## config.mk

```make
export PLATFORM = sky130hd
export DESIGN_NAME = i2c_master_bit_engine_core
export DESIGN_NICKNAME = d
export VERILOG_FILES = /design/src/hw/rtl/i2cm_pkg.sv /design/src/hw/rtl/i2cm_engine.sv /design/src/hw/rtl/i2c_master_bit_engine_core.sv
export SDC_FILE = /design/constraint.sdc
export NUM_CORES = 1
export LEC_CHECK = 0
export BUFFER_PORTS_ARGS = -buffer_cell sky130_fd_sc_hd__buf_4
export CORE_MARGIN = 4
export CORE_UTILIZATION = 60
export CTS_CLUSTER_SIZE = 8
export DETAILED_ROUTE_END_ITERATION = 7
export PLACE_DENSITY = 0.86
export RECOVER_POWER = 25
export SKIP_CTS_REPAIR_TIMING = 1
export SLEW_MARGIN = 20
export SYNTH_ARGS = -nofsm -noshare
export SYNTH_HDL_FRONTEND = slang
export SYNTH_SLANG_ARGS = --single-unit
```

## constraint.sdc

```tcl
create_clock -name clk -period 9.8 [get_ports clk]
set_clock_uncertainty 0.15 [all_clocks]
set_input_delay 0 -clock clk [delete_from_list [all_inputs] [get_ports clk]]
set_output_delay 0 -clock clk [all_outputs]
set_load 0.1 [all_outputs]
```

## src/hw/rtl/i2cm_pkg.sv

```systemverilog
`timescale 1ns / 1ps
`default_nettype none
// ----------------------------------------------------------------------------
// i2cm_pkg
// Shared types and constants for the I2C master bit engine.
// ----------------------------------------------------------------------------
package i2cm_pkg;

  localparam int unsigned HALF_W   = 16;
  localparam int unsigned BYTE_W   = 8;
  localparam int unsigned BCNT_W   = 4;
  localparam logic [HALF_W-1:0] HALF_RESET = 16'd10;
  localparam logic [BCNT_W-1:0] BITS_PER_BYTE = 4'd8;

  localparam int unsigned IN_TDATA_W  = 16;
  localparam int unsigned IN_TUSER_W  = 3;
  localparam int unsigned OUT_TDATA_W = 16;

  typedef enum logic [1:0] {
    REQ_START = 2'd0,
    REQ_STOP  = 2'd1,
    REQ_WRITE = 2'd2,
    REQ_READ  = 2'd3
  } req_t;

  typedef enum logic [3:0] {
    PH_IDLE      = 4'd0,
    PH_START_A   = 4'd1,
    PH_START_B   = 4'd2,
    PH_STOP_A    = 4'd3,
    PH_STOP_B    = 4'd4,
    PH_WR_LOW    = 4'd5,
    PH_WR_HIGH   = 4'd6,
    PH_WACK_LOW  = 4'd7,
    PH_WACK_HIGH = 4'd8,
    PH_WACK_TAIL = 4'd9,
    PH_RD_LOW    = 4'd10,
    PH_RD_HIGH   = 4'd11,
    PH_RACK_LOW  = 4'd12,
    PH_RACK_HIGH = 4'd13
  } phase_t;

  // one result word
  typedef struct packed {
    logic              ack;
    logic [BYTE_W-1:0] rx;
    logic              done;
    logic              busy;
    logic              sda;
    logic              scl;
  } res_t;

endpackage
`default_nettype wire

```

## src/hw/rtl/i2cm_engine.sv

```systemverilog
`timescale 1ns / 1ps
`default_nettype none
// ----------------------------------------------------------------------------
// i2cm_engine
// Phase sequencer, bit counter, shift register and half-period counter.
// State moves one tick whenever step is high; res is that tick's result.
// ----------------------------------------------------------------------------
module i2cm_engine (
  input  wire logic                        clk,
  input  wire logic                        rst_n,
  input  wire logic                        step,
  input  wire logic                        cmd_valid,
  input  wire i2cm_pkg::req_t              req_type,
  input  wire logic [i2cm_pkg::BYTE_W-1:0] tx_byte,
  input  wire logic                        send_ack,
  input  wire logic                        sda_in,
  input  wire logic [i2cm_pkg::HALF_W-1:0] half_period,
  output i2cm_pkg::res_t                   res,
  output logic                             cur_busy
);
  import i2cm_pkg::*;

  phase_t              phase_r, phase_nxt;
  logic [BCNT_W-1:0]   bcnt_r, bcnt_nxt;
  logic [BYTE_W-1:0]   shift_r, shift_nxt;
  logic [HALF_W-1:0]   tick_r, tick_nxt;
  logic                scl_r, scl_nxt;
  logic                sda_r, sda_nxt;
  logic                ack_r, ack_nxt;
  logic                pack_r, pack_nxt;
  logic [BYTE_W-1:0]   rxb_r, rxb_nxt;
  logic                done;

  logic [HALF_W-1:0]   half_eff;
  logic [HALF_W-1:0]   tick_inc;
  logic                expire;
  logic [BYTE_W-1:0]   shl;
  logic [BCNT_W-1:0]   bcnt_inc;

  assign half_eff = (half_period == '0) ? {{(HALF_W-1){1'b0}}, 1'b1} : half_period;
  assign tick_inc = tick_r + {{(HALF_W-1){1'b0}}, 1'b1};
  assign expire   = (tick_inc >= half_eff);
  assign shl      = {shift_r[BYTE_W-2:0], 1'b0};
  assign bcnt_inc = bcnt_r + {{(BCNT_W-1){1'b0}}, 1'b1};
  assign cur_busy = (phase_r != PH_IDLE);

  // next state for one tick
  always_comb begin
    phase_nxt = phase_r;
    bcnt_nxt  = bcnt_r;
    shift_nxt = shift_r;
    tick_nxt  = tick_r;
    scl_nxt   = scl_r;
    sda_nxt   = sda_r;
    ack_nxt   = ack_r;
    pack_nxt  = pack_r;
    rxb_nxt   = rxb_r;
    done      = 1'b0;
    if (phase_r == PH_IDLE) begin
      if (cmd_valid) begin
        tick_nxt = '0;
        bcnt_nxt = '0;
        unique case (req_type)
          REQ_START: begin
            phase_nxt = PH_START_A; scl_nxt = 1'b1; sda_nxt = 1'b1;
          end
          REQ_STOP: begin
            phase_nxt = PH_STOP_A; scl_nxt = 1'b1; sda_nxt = 1'b0;
          end
          REQ_WRITE: begin
            shift_nxt = tx_byte;
            phase_nxt = PH_WR_LOW; scl_nxt = 1'b0; sda_nxt = tx_byte[BYTE_W-1];
          end
          default: begin
            shift_nxt = '0;
            pack_nxt  = send_ack;
            phase_nxt = PH_RD_LOW; scl_nxt = 1'b0; sda_nxt = 1'b1;
          end
        endcase
      end
    end else begin
      tick_nxt = tick_inc;
      if (expire) begin
        tick_nxt = '0;
        unique case (phase_r)
          PH_START_A: begin phase_nxt = PH_START_B; scl_nxt = 1'b1; sda_nxt = 1'b0; end
          PH_START_B: begin
            phase_nxt = PH_IDLE; scl_nxt = 1'b0; sda_nxt = 1'b0; done = 1'b1;
          end
          PH_STOP_A: begin phase_nxt = PH_STOP_B; scl_nxt = 1'b1; sda_nxt = 1'b1; end
          PH_STOP_B: begin
            phase_nxt = PH_IDLE; scl_nxt = 1'b1; sda_nxt = 1'b1; done = 1'b1;
          end
          PH_WR_LOW: begin phase_nxt = PH_WR_HIGH; scl_nxt = 1'b1; end
          PH_WR_HIGH: begin
            shift_nxt = shl;
            bcnt_nxt  = bcnt_inc;
            scl_nxt   = 1'b0;
            if (bcnt_inc >= BITS_PER_BYTE) begin
              phase_nxt = PH_WACK_LOW; sda_nxt = 1'b1;
            end else begin
              phase_nxt = PH_WR_LOW; sda_nxt = shl[BYTE_W-1];
            end
          end
          PH_WACK_LOW: begin phase_nxt = PH_WACK_HIGH; scl_nxt = 1'b1; sda_nxt = 1'b1; end
          PH_WACK_HIGH: begin
            ack_nxt = sda_in;
            phase_nxt = PH_WACK_TAIL; scl_nxt = 1'b0; sda_nxt = 1'b1;
          end
          PH_WACK_TAIL: begin
            phase_nxt = PH_IDLE; scl_nxt = 1'b0; sda_nxt = 1'b1; done = 1'b1;
          end
          PH_RD_LOW: begin phase_nxt = PH_RD_HIGH; scl_nxt = 1'b1; sda_nxt = 1'b1; end
          PH_RD_HIGH: begin
            shift_nxt = {shift_r[BYTE_W-2:0], sda_in};
            bcnt_nxt  = bcnt_inc;
            scl_nxt   = 1'b0;
            if (bcnt_inc >= BITS_PER_BYTE) begin
              phase_nxt = PH_RACK_LOW; sda_nxt = ~pack_r;
            end else begin
              phase_nxt = PH_RD_LOW; sda_nxt = 1'b1;
            end
          end
          PH_RACK_LOW: begin phase_nxt = PH_RACK_HIGH; scl_nxt = 1'b1; end
          PH_RACK_HIGH: begin
            rxb_nxt = shift_r;
            phase_nxt = PH_IDLE; scl_nxt = 1'b0; sda_nxt = 1'b1; done = 1'b1;
          end
          default: phase_nxt = PH_IDLE;
        endcase
      end
    end
  end

  always_comb begin
    res.scl  = scl_nxt;
    res.sda  = sda_nxt;
    res.busy = (phase_nxt != PH_IDLE);
    res.done = done;
    res.rx   = rxb_nxt;
    res.ack  = ack_nxt;
  end

  always_ff @(posedge clk) begin
    if (!rst_n) begin
      phase_r <= PH_IDLE;
      bcnt_r  <= '0;
      shift_r <= '0;
      tick_r  <= '0;
      scl_r   <= 1'b1;
      sda_r   <= 1'b1;
      ack_r   <= 1'b0;
      pack_r  <= 1'b0;
      rxb_r   <= '0;
    end else if (step) begin
      phase_r <= phase_nxt;
      bcnt_r  <= bcnt_nxt;
      shift_r <= shift_nxt;
      tick_r  <= tick_nxt;
      scl_r   <= scl_nxt;
      sda_r   <= sda_nxt;
      ack_r   <= ack_nxt;
      pack_r  <= pack_nxt;
      rxb_r   <= rxb_nxt;
    end
  end

endmodule
`default_nettype wire

```

## src/hw/rtl/i2c_master_bit_engine_core.sv

```systemverilog
`timescale 1ns / 1ps
`default_nettype none
// ----------------------------------------------------------------------------
// i2c_master_bit_engine_core
// Open-drain I2C master bit engine, one timing tick per input word.
// ----------------------------------------------------------------------------
// Usage:
//   Each input word is one tick: an optional command (start, stop, write
//   byte, read byte) plus the sampled SDA level. Every accepted word yields
//   exactly one result word with the SCL/SDA levels to drive, busy, done,
//   the last received byte and the last write acknowledge.
//   Commands offered while busy are ignored. cfg_we/cfg_wdata set the SCL
//   half period in ticks (reset 10, zero acts as one); write it while idle.
//   Registered result, valid the cycle after input accept. Throughput: one
//   word per cycle while out_tready holds, set by the single engine step
//   feeding the result register; in_tready stays high while the result
//   register is empty or being drained.
//   Reset: engine idle, SCL and SDA released, no result pending.
//   Receiver stall: the result word holds; one new input is taken only as
//   the held word leaves, so no word is lost or repeated.
// ----------------------------------------------------------------------------
module i2c_master_bit_engine_core (
  input  wire logic                             clk,
  input  wire logic                             rst_n,
  input  wire logic                             cfg_we,
  input  wire logic [i2cm_pkg::HALF_W-1:0]      cfg_wdata,
  input  wire logic                             in_tvalid,
  output logic                                  in_tready,
  // tx_byte[7:0], send_ack[8], sda_in[9], zero fill
  input  wire logic [i2cm_pkg::IN_TDATA_W-1:0]  in_tdata,
  // cmd_valid[0], req_type[2:1]
  input  wire logic [i2cm_pkg::IN_TUSER_W-1:0]  in_tuser,
  output logic                                  out_tvalid,
  input  wire logic                             out_tready,
  // scl_out[0], sda_out[1], busy_res[2], done_res[3], rx_byte[11:4],
  // ack_received[12], zero fill
  output logic [i2cm_pkg::OUT_TDATA_W-1:0]      out_tdata
);
  import i2cm_pkg::*;

  logic [HALF_W-1:0] half_r;
  logic              out_valid_r;
  res_t              out_data_r;
  res_t              res;
  logic              in_fire;
  logic              eng_busy;

  assign in_tready = !out_valid_r || out_tready;
  assign in_fire   = in_tvalid && in_tready;

  i2cm_engine u_engine (
    .clk         (clk),
    .rst_n       (rst_n),
    .step        (in_fire),
    .cmd_valid   (in_tuser[0]),
    .req_type    (req_t'(in_tuser[2:1])),
    .tx_byte     (in_tdata[7:0]),
    .send_ack    (in_tdata[8]),
    .sda_in      (in_tdata[9]),
    .half_period (half_r),
    .res         (res),
    .cur_busy    (eng_busy)
  );

  always_ff @(posedge clk) begin
    if (!rst_n) begin
      half_r <= HALF_RESET;
    end else if (cfg_we) begin
      half_r <= cfg_wdata;
    end
  end

  always_ff @(posedge clk) begin
    if (!rst_n) begin
      out_valid_r <= 1'b0;
    end else if (in_fire) begin
      out_valid_r <= 1'b1;
    end else if (out_tready) begin
      out_valid_r <= 1'b0;
    end
  end

  always_ff @(posedge clk) begin
    if (in_fire) begin
      out_data_r <= res;
    end
  end

  assign out_tvalid = out_valid_r;
  assign out_tdata  = {{(OUT_TDATA_W-$bits(res_t)){1'b0}}, out_data_r};

  // done only ends a command that was running, and leaves the engine idle
  a_done_from_busy: assert property (@(posedge clk) disable iff (!rst_n)
    (in_fire && res.done) |-> eng_busy)
    else $error("done without a running command");

  a_done_idle: assert property (@(posedge clk) disable iff (!rst_n)
    (in_fire && res.done) |-> !res.busy)
    else $error("busy still set on done tick");

  a_idle_stays: assert property (@(posedge clk) disable iff (!rst_n)
    (in_fire && !eng_busy && !in_tuser[0]) |-> (!res.busy && !res.done))
    else $error("idle engine left idle without a command");

  a_reset_empty: assert property (@(posedge clk)
    !rst_n |=> !out_tvalid)
    else $error("result valid right after reset");

endmodule
`default_nettype wire
```

# Word level (Yosys, flattened, before mapping)
# Index checks and enable logic that the tools add are counted.
# word_totals
regBits	74
output_inout_bits	18
wordCells	106
# op_classes
addsub	2
magnitude_cmp	2
eq_ne	17
muxes	41
bitwise_logic	3
n_reduce_logical	24
# op_table
operator	n
$mux 16	4
$mux 8	6
$pmux 4 s9	1
$pmux 8 s2	2
$mux 4	7
$eq 4x4->1 const B	6
$add 16x1->16 const B	1
$eq 4x3->1 const B	4
$ge 16x16->1	1
$logic_not 16->1	1
$mux 1	15
$reduce_or 7->1	2
$pmux 4 s3	1
$eq 4x2->1 const B	2
$reduce_and 4->1	2
$reduce_or 2->1	4
$reduce_bool 2->1	3
$reduce_or 6->1	1
$reduce_and 5->1	1
$add 4x1->4 const B	1
$eq 4x1->1 const B	1
$ge 4x4->1 const B	1
$logic_not 4->1	1
$ne 2x2->1 const B	2
16 further kinds	19

# Longest topological paths before layout
# Gate-level depths: netlist (run 1).
# depth
depth_word	7
ltp_mapped	16

# Cells and area by module
# Synthesis (run 1) repeated with hierarchy kept, for this count alone.
# unflattened
hier_cells	494
hier_area_um2	4359.2
# by_module_without_submodules
module	n_inst	cells_each	area_each_um2
i2cm_engine	1	421	3288.2
i2c_master_bit_engine_core	1	73	1071.0

# Least setup slack after synthesis (run 1)
# Ideal clock, no wire load.
# synth_timing
path_type	reg-to-reg
startpoint	reg out_valid_r, in the netlist out_tvalid
endpoint	reg u_engine.tick_r[7]
t_arrival_ns	3.728
slack_ns	5.848
path_stages_with_launch	8
n_path_buf	1
path_cell_list	dfxtp_1 nand2b_1 nand2_1 clkinv_1 o21ai_1 clkbuf_1 nand2_1 a31oi_1
# synth_between
elab_chain_len	4
# synth_lines
element	line	source
start: declaration	i2c_master_bit_engine_core.sv:42	logic out_valid_r;
start signal: assignment	i2c_master_bit_engine_core.sv:75	out_valid_r <= 1'b0;
start signal: assignment	i2c_master_bit_engine_core.sv:77	out_valid_r <= 1'b1;
start signal: assignment	i2c_master_bit_engine_core.sv:79	out_valid_r <= 1'b0;
$logic_not 1->1	i2c_master_bit_engine_core.sv:48	assign in_tready = !out_valid_r || out_tready;
$logic_or 1x1->1	i2c_master_bit_engine_core.sv:48	
net in_tready	i2c_master_bit_engine_core.sv:28	output logic in_tready,
$logic_and 1x1->1	i2c_master_bit_engine_core.sv:49	assign in_fire = in_tvalid && in_tready;
net in_fire	i2c_master_bit_engine_core.sv:45	logic in_fire;
$reduce_and 2->1 (no source line)	--	
end signal: assignment	i2cm_engine.sv:159	tick_r <= tick_nxt;
end: declaration	i2cm_engine.sv:26	logic [HALF_W-1:0] tick_r, tick_nxt;
# The timed path passes the listed nets, and every way through them passes these cells.
# A chain may end at the register's enable or synchronous reset.

# Worst setup path after layout (run 1)
# layout_timing
startpoint	reg u_engine.tick_r[0]
endpoint	reg u_engine.ack_r
# layout_between
elab_chain_len	4
# layout_lines
element	line	source
$add 16x1->16	i2cm_engine.sv:41	assign tick_inc = tick_r + {{(HALF_W-1){1'b0}}, 1'b1};
$ge 16x16->1	i2cm_engine.sv:42	assign expire = (tick_inc >= half_eff);
$mux 1	i2cm_engine.sv:83	if (expire) begin
$mux 1	i2cm_engine.sv:59	if (phase_r == PH_IDLE) begin
end signal: assignment	i2cm_engine.sv:162	ack_r <= ack_nxt;
end: declaration	i2cm_engine.sv:29	logic ack_r, ack_nxt;
# No other way between the ends.

==> results.md, run 1 <==
* Final Cycle Share at 48.0%
* Post-route antenna net violation count at 0
* Initial DRC count at 302
* IO Count at 58
* Slew Limit Fails at 38
* Pre-CTS setup slack at 5.27 ns
* Vias in the first global route at 3546
* CTS clk-pin slew, worst paths at 0.11 ns
* Setup TNS at 0 ns
* Crit path kind: register to register
* Violated checks: hold timing, capacitance limit, slew limit
* DR vias at 4056
* Final Cell Area at 5010 um^2
* Post-synth top area cell: dfxtp_1
* Net Sw Frac at 33.5%
* EDFF count, synth at 13
* Reg power frac at 45.1%
* IO buf count at 48
* Mapped Cells at 496
* Top FF cell, synth: dfxtp_1
* FF+latch count, synth at 74
* Post-synth top cells: dfxtp_1 (61), nand2_1 (56), nor2_1 (45), nand3_1 (37), a21oi_1 (25)
* CTS max path bufs at 2
* Total Power at 0.750 mW
* CTS root buf: clkbuf_8
* Final hold viol count at 7
* Reg-to-Reg Start: u_engine.tick_r[0]$_SDFFE_PN0P_
* CTS tree: yes
* DRC at 0
* First-pass GRT wire length at 16400 um
* Top-count cell post-synth: dfxtp_1
* Met1 wire length at 4390 um
* Critical path startpoint: u_engine.tick_r[0]$_SDFFE_PN0P_
* Clock latency on the worst-skew pair at 0.37 ns
* Top cell type's share of synthesized area at 29.3%
* Core outline area at 6760 um^2
* Clock power share at 34.2%
* Final setup vio count at 0
* Power Density at 150 nW/um^2
* WL per Instance at 18.0 um
* Internal at 0.498 mW
* Die width at 91.3 um
* Worst Hold Launch: cfg_we
* Sequential area share after synthesis at 38.7%
* Antenna violations before repair at 0
* Layout cells sized above 1 at 13.2%
* Nets at 621
* Slew @ Worst Pin at 1.75 ns
* WL met3 at 746 um
* H-tree levels at 3
* Leak pwr at 1.98 nW
* Total length of routed wires at 11700 um
* Worst Setup End Kind: register
* Data required, critical path at 9.89 ns
* Hold slack at -0.0577 ns
* Vias/cell at 6.26
* Final min period at 4.71 ns
* Placed cell area at 4490 um^2
* Worst VDD drop at 0.0894 mV
* Filler Cells Inserted at 475
* Largest net degree at the start of global routing at 38
* Post-synthesis cell area at 4160 um^2
* F_max at 212 MHz
* Clock sinks at 74
* Drt first pass iters at 6
* Synthesis-to-layout area growth at 20.4%
* Gr usage total at 23.9%
* Met2 Wirelength at 6000 um
* Non-filler cells, final at 648
* Yosys warnings at 0
* CP Data Arrival Time at 4.80 ns
* MaxCap Viol Count at 1
* RSZ-0062 raised after global routing: no
* FFs w/ async S/R, synth at 0%
* Hpwl dp at 6690 um
* Die H at 91.3 um
* Initial Utilization at 61.6%
* Mean Syn Cell Area at 8.39 um^2
* Post-synthesis cell type count at 52
* Top Metal Used: met4
* Crit Path Max Fanout at 12
* Final GP Congestion at 0.912
* Placement Rows at 30
* Comb pwr share at 20.8%
* Min-Delay Path Class: input pin to register
* Final worst setup slack at 5.09 ns
* Synth area leaders: dfxtp_1 (29%), edfxtp_1 (9.4%), ha_1 (5.4%)
* Remaining Overflow, GRT at 0
* Psw at 0.251 mW
* Placed cell count at 595
* TritonCTS Buffers at 9
* Antenna Cells at 0
* Layout Utilization at 74.1%
* Status: finished with violations
* Startpoint types: register
* Die footprint at 8330 um^2
* Max-slew headroom at -16.8%
## power by group through the flow
stage | sequential (mW) | combinational (mW) | clock (mW)
floorplan | 0.363 | 0.0828 | 0
global placement | 0.343 | 0.135 | 0
detailed placement | 0.344 | 0.139 | 0
CTS | 0.337 | 0.139 | 0.252
global route | 0.340 | 0.167 | 0.271
finish | 0.338 | 0.156 | 0.256
## state kept, by name, summed over array words and instances, names as in the netlist
register          flops
u_engine.bcnt_r       4
u_engine.pack_r       1
u_engine.sda_r        1
u_engine.phase_r      4
u_engine.shift_r      8
out_tdata            13
u_engine.tick_r      16
out_tvalid            1
u_engine.ack_r        1
u_engine.scl_r        1
u_engine.rxb_r        8
half_r               16
## cell families after synthesis
group / Yosys count / share of synthesized area [%]
xor gates and xnor gates: 19 / 4.00
AOI/OAI and AO/OA: 99 / 15.7
other: 1 / 0.0901
DFF: 74 / 38.7
muxes: 27 / 6.76
buffers and inverters: 57 / 5.92
and+or+nand+nor: 201 / 23.4
adders and majority gates: 18 / 5.41
## routing by layer
layer / vias up / GRT usage, %
li1: 1908 / -
met1: 1885 / 29.2
met3: 52 / 5.30
met4: 0 / 9.92
met5: - / 0
met2: 211 / 40.6
## cells in the final DEF (no fill, tap or decap), types with 3 or more instances in the layout
cell           instances
a21oi_1               25
a221oi_1               3
a31oi_1               14
and3_1                 4
and4_1                 3
buf_4                 31
clkbuf_1              16
clkbuf_8               9
conb_1                 3
dfxtp_1               61
dlygate4sd3_1         37
edfxtp_1              13
ha_1                  18
inv_1                 23
inv_6                  4
mux2_2                 9
mux2i_1               18
nand2_1               56
nand2b_1              14
nand3_1               37
nand4_1                8
nor2_1                45
nor2b_1                3
nor3_1                 7
nor4_1                 5
o211ai_1               6
o21a_1                 3
o21ai_0               23
o221a_2               11
or3_1                  9
xnor2_1               13
xor2_1                 6
## layout make-up
| type | count | area [um^2] | area share (%) |
|---|---|---|---|
| Inverter | 25 | 93.8 | 1.87 |
| Timing Repair Buffer | 86 | 678 | 13.5 |
| Sequential cell | 74 | 1610 | 32.2 |
| Clock buffer | 9 | 124 | 2.47 |
| Multi-Input combinational cell | 367 | 2320 | 46.3 |
| Clock inverter | 7 | 81.3 | 1.62 |
| Tap cell | 80 | 100 | 2.00 |
## final timing paths
path | slack [ns] | cells after the start | endpoint
setup reg to reg | 5.09 | 14 | u_engine.ack_r$_SDFFE_PN0P_
hold / removal | -0.06 | 3 | half_r[6]$_SDFFE_PN0P_
hold reg to reg | 0.31 | 2 | u_engine.rxb_r[0]$_SDFFE_PN0P_
setup / recovery | 5.09 | 14 | u_engine.ack_r$_SDFFE_PN0P_
## critical path, stage by stage (launching register included)
cell and delay [ns]:
dfxtp_1 0.44, ha_1 0.22, nand3_1 0.16, nor2_1 0.23
nand3_1 0.26, nor2_1 0.20, xor2_1 0.11, ha_1 0.33
nand4_1 0.15, or3_1 0.39, or4_1 0.58, nand3_1 0.43
nand4_1 0.21, mux2i_1 0.17, dlygate4sd3_1 0.55
Power figures use the tool's default switching activity.
==> inputs of run 2 (changes only) <==
--- a/config.mk
+++ b/config.mk
@@ -7,10 +7,10 @@
 export LEC_CHECK = 0
 export BUFFER_PORTS_ARGS = -buffer_cell sky130_fd_sc_hd__buf_4
 export CORE_MARGIN = 4
-export CORE_UTILIZATION = 60
+export CORE_UTILIZATION = 52
 export CTS_CLUSTER_SIZE = 8
 export DETAILED_ROUTE_END_ITERATION = 7
-export PLACE_DENSITY = 0.86
+export PLACE_DENSITY = 0.79
 export RECOVER_POWER = 25
 export SKIP_CTS_REPAIR_TIMING = 1
 export SLEW_MARGIN = 20
==> constraint.sdc (replaced) <==
create_clock -name clk -period 4.1 [get_ports clk]
set_clock_uncertainty 0.15 [all_clocks]
set_input_delay 0 -clock clk [delete_from_list [all_inputs] [get_ports clk]]
set_output_delay 0 -clock clk [all_outputs]
set_load 0.1 [all_outputs]
==> run 2 against run 1 <==
  * The flow finishes with violations (hold timing)
  * Sequential share of layout area fell by 1.3 points
  * Maximum frequency is 17% higher
  * Worst hold slack better by 0.021 ns
  * Total power increased by 140%
  * Via count up 0.37%
  * First-iteration DRC count shrank 15%
  * Combinational power grew 150%
  * Critical endpoint is now u_engine.tick_r[0]$_SDFFE_PN0P_
  * Largest power group unchanged
==> results.md, run 2 (synthesized netlist as in run 1, its figures left out) <==
* CTS clk-pin slew, worst paths at 0.09 ns
* Vias/cell at 5.93
* H-tree levels at 3
* IO Count at 58
* TritonCTS Buffers at 9
* Leak pwr at 2.06 nW
* Antenna violations before repair at 0
* Final Cycle Share at 98.6%
* Antenna Cells at 0
* Crit Path Max Fanout at 8
* DRC at 0
* Clock sinks at 74
* Die width at 97.5 um
* CTS root buf: clkbuf_8
* Layout cells sized above 1 at 16.2%
* Hpwl dp at 6900 um
* Placed cell count at 627
* Min-Delay Path Class: input pin to register
* Initial DRC count at 258
* Vias in the first global route at 3535
* CTS tree: yes
* Final hold viol count at 4
* WL per Instance at 16.8 um
* Initial Utilization at 53.6%
* CP Data Arrival Time at 4.14 ns
* Leading cell types in the layout, fill and taps excluded: dfxtp_1 (59), nand2_1 (56), buf_4 (44)
* Total length of routed wires at 11600 um
* Core outline area at 7770 um^2
* Gr usage total at 21.0%
* Placement Rows at 32
* Remaining Overflow, GRT at 0
* Synthesis-to-layout area growth at 25.7%
* Final Cell Area at 5230 um^2
* Drt first pass iters at 5
* Data required, critical path at 4.20 ns
* Hold slack at -0.0370 ns
* Final setup vio count at 0
* Register area at 1610 um^2
* First-pass GRT wire length at 16500 um
* Startpoint types: register
* Filler Cells Inserted at 614
* Largest net degree at the start of global routing at 38
* Worst VDD drop at 0.209 mV
* Status: finished with violations
* Max-slew headroom at 22.3%
* F_max at 247 MHz
* Most common cell after layout, fill and taps aside: dfxtp_1
* Crit path kind: register to register
* Non-filler cells, final at 687
* Die H at 97.5 um
* IO buf count at 48
* Die footprint at 9500 um^2
* Nets at 638
* Violated checks: hold timing
* Placed cell area at 4610 um^2
* Multi-input gate area in the final layout at 2350 um^2
* Slew Limit Fails at 0
* DR vias at 4071
* Final GP Congestion at 0.866
* Worst Setup End Kind: register
* Slew @ Worst Pin at 1.17 ns
* CTS max path bufs at 2
* Post-route antenna net violation count at 0
* Final min period at 4.04 ns
* Clock latency on the worst-skew pair at 0.37 ns
* Power Density at 345 nW/um^2
* MaxCap Viol Count at 0
[run 2: worst max-delay path, cell delays in order (launching register included)]
cell,delay [ns]
dfxtp_2,0.37
buf_4,0.14
and4_1,0.24
nor2b_4,0.20
nand4_1,0.18
xnor2_1,0.17
ha_1,0.32
nand4_1,0.16
or3_1,0.41
or4_1,0.58
and3_1,0.32
nand3_1,0.34
o21ai_0,0.16
and2_1,0.18
[run 2: layer usage]
metal  global-route usage, %  routed length (um)  vias up
met5                       0                   0        -
met2                    34.7                5740      188
met3                    6.75                 898       45
met4                    6.60                 371        0
met1                    26.2                4550     1897
li1                        -                   -     1941
[run 2: worst paths after layout]
check	cells after the start	slack, ns	startpoint	endpoint
worst max-delay path	13	0.06	u_engine.tick_r[0]$_SDFFE_PN0P_	u_engine.tick_r[0]$_SDFFE_PN0P_
worst max register to register	13	0.06	u_engine.tick_r[0]$_SDFFE_PN0P_	u_engine.tick_r[0]$_SDFFE_PN0P_
worst min-delay path	4	-0.04	in_tuser[1]	u_engine.phase_r[0]$_SDFFE_PN0P_
worst min register to register	2	0.31	u_engine.rxb_r[2]$_SDFFE_PN0P_	u_engine.rxb_r[2]$_SDFFE_PN0P_
[run 2: layout make-up]
type	count	area share, %
well taps	102	2.44
multi-input cells	367	45.0
repair buffers	103	16.0
clock buffers	9	2.37
flip-flops and latches	74	30.9
inverters	25	1.79
clock inverters	7	1.56
[run 2: power breakdown]
part | leakage (nW) | internal (mW) | switching [mW]
Combinational | 1.34 | 0.143 | 0.243
Sequential | 0.626 | 0.771 | 0.0363
Clock | 0.103 | 0.292 | 0.319
[run 2: per-stage QoR]
stage	setup TNS (ns)	hold WS, ns	util, %	setup WS [ns]	power [mW]
final	0	-0.0370	67.3	0.0592	1.80
after global routing	-0.357	0.000339	67.3	-0.0716	1.88
after CTS	0	-0.296	61.9	0.0147	1.76
after detailed placement	0	0.0821	59.3	0.0204	1.16
after global placement	0	0.0783	59.3	0.143	1.15
after floorplan	0	-0.0238	-	0.148	1.07
==> inputs of run 3 (changes only) <==
--- a/config.mk
+++ b/config.mk
@@ -16,4 +16,6 @@
 export SLEW_MARGIN = 20
 export SYNTH_ARGS = -nofsm -noshare
 export SYNTH_HDL_FRONTEND = slang
+export SYNTH_HIERARCHICAL = 1
 export SYNTH_SLANG_ARGS = --single-unit
+export TNS_END_PERCENT = 5
==> run 3 against run 2 <==
  * The flow still finishes with violations (hold timing)
  * Sequential power hardly changed
  * Combinational power is 7.5% lower
  * Worst setup slack better by 0.10 ns
  * Critical endpoint is now u_engine/shift_r[6]$_SDFFE_PN0P_
  * Highest routed layer unchanged
==> results.md, run 3 <==
* Non-filler cells, final at 673
* Final hold viol count at 3
* IO Count at 58
* Drt first pass iters at 5
* Clock sinks at 74
* Hold slack at -0.0432 ns
* Status: finished with violations
* Gr usage total at 20.0%
* Initial DRC count at 188
* Final worst setup slack at 0.160 ns
* CTS max path bufs at 2
* Nets at 621
* R2R Setup Slk at 0.16 ns
* Data required, critical path at 4.25 ns
* Post-route antenna net violation count at 0
* Comb pwr share at 20.9%
* Crit Path Max Fanout at 10
* Top FF cell, synth: dfxtp_1
* FFs w/ async S/R, synth at 0%
* Final Cell Area at 5260 um^2
* Sequential area share after synthesis at 37.0%
* Synthesis-to-layout area growth at 20.6%
* Pre-CTS setup slack at 0.136 ns
* Remaining Overflow, GRT at 0
* Vias/cell at 5.73
* Post-synthesis cell area at 4360 um^2
* Startpoint types: register
* DR vias at 3853
* Mean Syn Cell Area at 8.82 um^2
* WL per Instance at 15.6 um
* Worst Hold Launch: in_tuser[1]
* Slew @ Worst Pin at 1.17 ns
* First-pass GRT wire length at 16200 um
* CTS clk-pin slew, worst paths at 0.10 ns
* Power Density at 325 nW/um^2
* Die width at 99.6 um
* IO buf count at 48
* CP Data Arrival Time at 4.09 ns
* Antenna violations before repair at 0
* RSZ-0062 raised after global routing: yes
* Psw at 0.573 mW
* Reg2Reg Depth at 12
* Top cell type's share of synthesized area at 28.0%
* Internal at 1.14 mW
* Clock latency on the worst-skew pair at 0.37 ns
* Initial Utilization at 53.3%
* Placement Rows at 33
* Synth area leaders: dfxtp_1 (28%), edfxtp_1 (9.0%), mux2i_1 (6.7%)
* H-tree levels at 3
* CTS tree: yes
* Reg power frac at 47.2%
* Core outline area at 8180 um^2
* Placed cell count at 618
* Most common cell after layout, fill and taps aside: nand2_1
* Critical Path Sink: u_engine/shift_r[6]$_SDFFE_PN0P_
* Net Sw Frac at 33.5%
* Largest net degree at the start of global routing at 53
* Die H at 99.6 um
* Post-synthesis cell type count at 62
* Crit path kind: register to register
* Hpwl dp at 6900 um
* Min-Delay Path Class: input pin to register
* Leading cell types in the layout, fill and taps excluded: nand2_1 (61), dfxtp_1 (60), buf_4 (45)
* Die footprint at 9910 um^2
* Critical path startpoint: u_engine/tick_r[2]$_SDFFE_PN0P_
* FF+latch count, synth at 74
* Clock power share at 31.9%
* DRC at 0
* Final min period at 3.94 ns
* R2r endpoint: u_engine/shift_r[6]$_SDFFE_PN0P_
* Max-slew headroom at 22.2%
* Placed cell area at 4740 um^2
* Reg-to-Reg Start: u_engine/tick_r[2]$_SDFFE_PN0P_
* Vias in the first global route at 3548
* EDFF count, synth at 13
* TritonCTS Buffers at 9
* Antenna Cells at 0
* Layout Utilization at 64.3%
* Worst VDD drop at 0.258 mV
* Worst Setup End Kind: register
* Final setup vio count at 0
* Violated checks: hold timing
* Slew Limit Fails at 0
* Mapped Cells at 494
* Layout cells sized above 1 at 15.1%
* F_max at 254 MHz
* Filler Cells Inserted at 673
* MaxCap Viol Count at 0
* Final Cycle Share at 96.1%
* Yosys warnings at 6
* Leak pwr at 2.05 nW
* Post-synth top area cell: dfxtp_1
* Final GP Congestion at 0.892
* Total length of routed wires at 10500 um
* CTS root buf: clkbuf_8
* Post-synth top cells: dfxtp_1 (61), nand2_1 (61), mux2i_1 (29), nor2_1 (27), clkbuf_1 (26)
run 3: changes by cell type after synthesis, sizes merged, moves of 4 or more:
cell	delta
nor2	-19
mux2i	+11
buf	+5
or3	-4
o21ai	-14
clkbuf	+7
nand3	-18
nand2	+5
nor2b	+12
run 3: final cells by class:
cell class / count / area, um^2 / area share, %
inverter: 25 / 93.8 / 1.78
clock inverter: 7 / 58.8 / 1.12
multi-input combinational: 353 / 2430 / 46.3
sequential: 74 / 1610 / 30.7
tap: 105 / 131 / 2.50
timing repair buffer: 100 / 805 / 15.3
clock buffer: 9 / 124 / 2.36
run 3: how the worst min path moves through the flow:
stage / end / cells past startpoint
CTS: half_r[3]$_SDFFE_PN1P_ / 3
detailed placement: half_r[1]$_SDFFE_PN1P_ / 3
global placement: half_r[1]$_SDFFE_PN1P_ / 3
global route: half_r[0]$_SDFFE_PN0P_ / 3
finish: u_engine/pack_r$_SDFFE_PN0P_ / 4
floorplan: half_r[0]$_SDFFE_PN0P_ / 1
run 3: stage by stage:
step	power, mW	hold slack [ns]	TNS (ns)
2_1_floorplan	1.07	-0.0218	0
3_3_place_gp	1.14	0.0651	0
3_5_place_dp	1.15	0.0764	0
4_1_cts	1.68	-0.306	0
5_1_grt	1.79	0.00123	-0.175
6_report	1.71	-0.0432	0
run 3: power by group through the flow:
stage,combinational [mW],clock [mW],sequential [mW]
floorplan,0.205,0,0.864
global placement,0.315,0,0.821
detailed placement,0.324,0,0.823
CTS,0.326,0.552,0.806
global route,0.387,0.590,0.812
finish,0.357,0.545,0.807
run 3: logic make-up after synthesis:
kind of cell | count (synthesis) | share of synthesized area [%]
AND/OR/NAND/NOR | 179 | 20.8
other | 1 | 0.0860
AO/OA/AOI/OAI | 96 | 16.6
adder cells (fa/ha/maj) | 18 | 5.17
multiplexers | 38 | 8.98
XOR/XNOR | 19 | 3.82
buffers and inverters | 69 | 7.61
flip-flops | 74 | 37.0
run 3: routing by layer:
layer	vias to the layer above	GRT usage, %	wire length, um	share of wire, %
met5	-	0	0	0
met4	0	7.56	189	1.8
met3	22	4.49	555	5.3
met2	118	34.8	5370	51
met1	1821	24.1	4380	42
li1	1892	-	-	-
run 3: critical path, cell delays in order, from the launching register on:
cell     delay (ns)
dfxtp_1        0.46
nand4_1        0.20
or3_1          0.45
nor2_1         0.15
xor2_1         0.25
ha_1           0.28
nand4_1        0.14
nor3_1         0.07
or4_4          0.49
or3_1          0.49
buf_4          0.20
o21ai_4        0.29
o221a_1        0.25
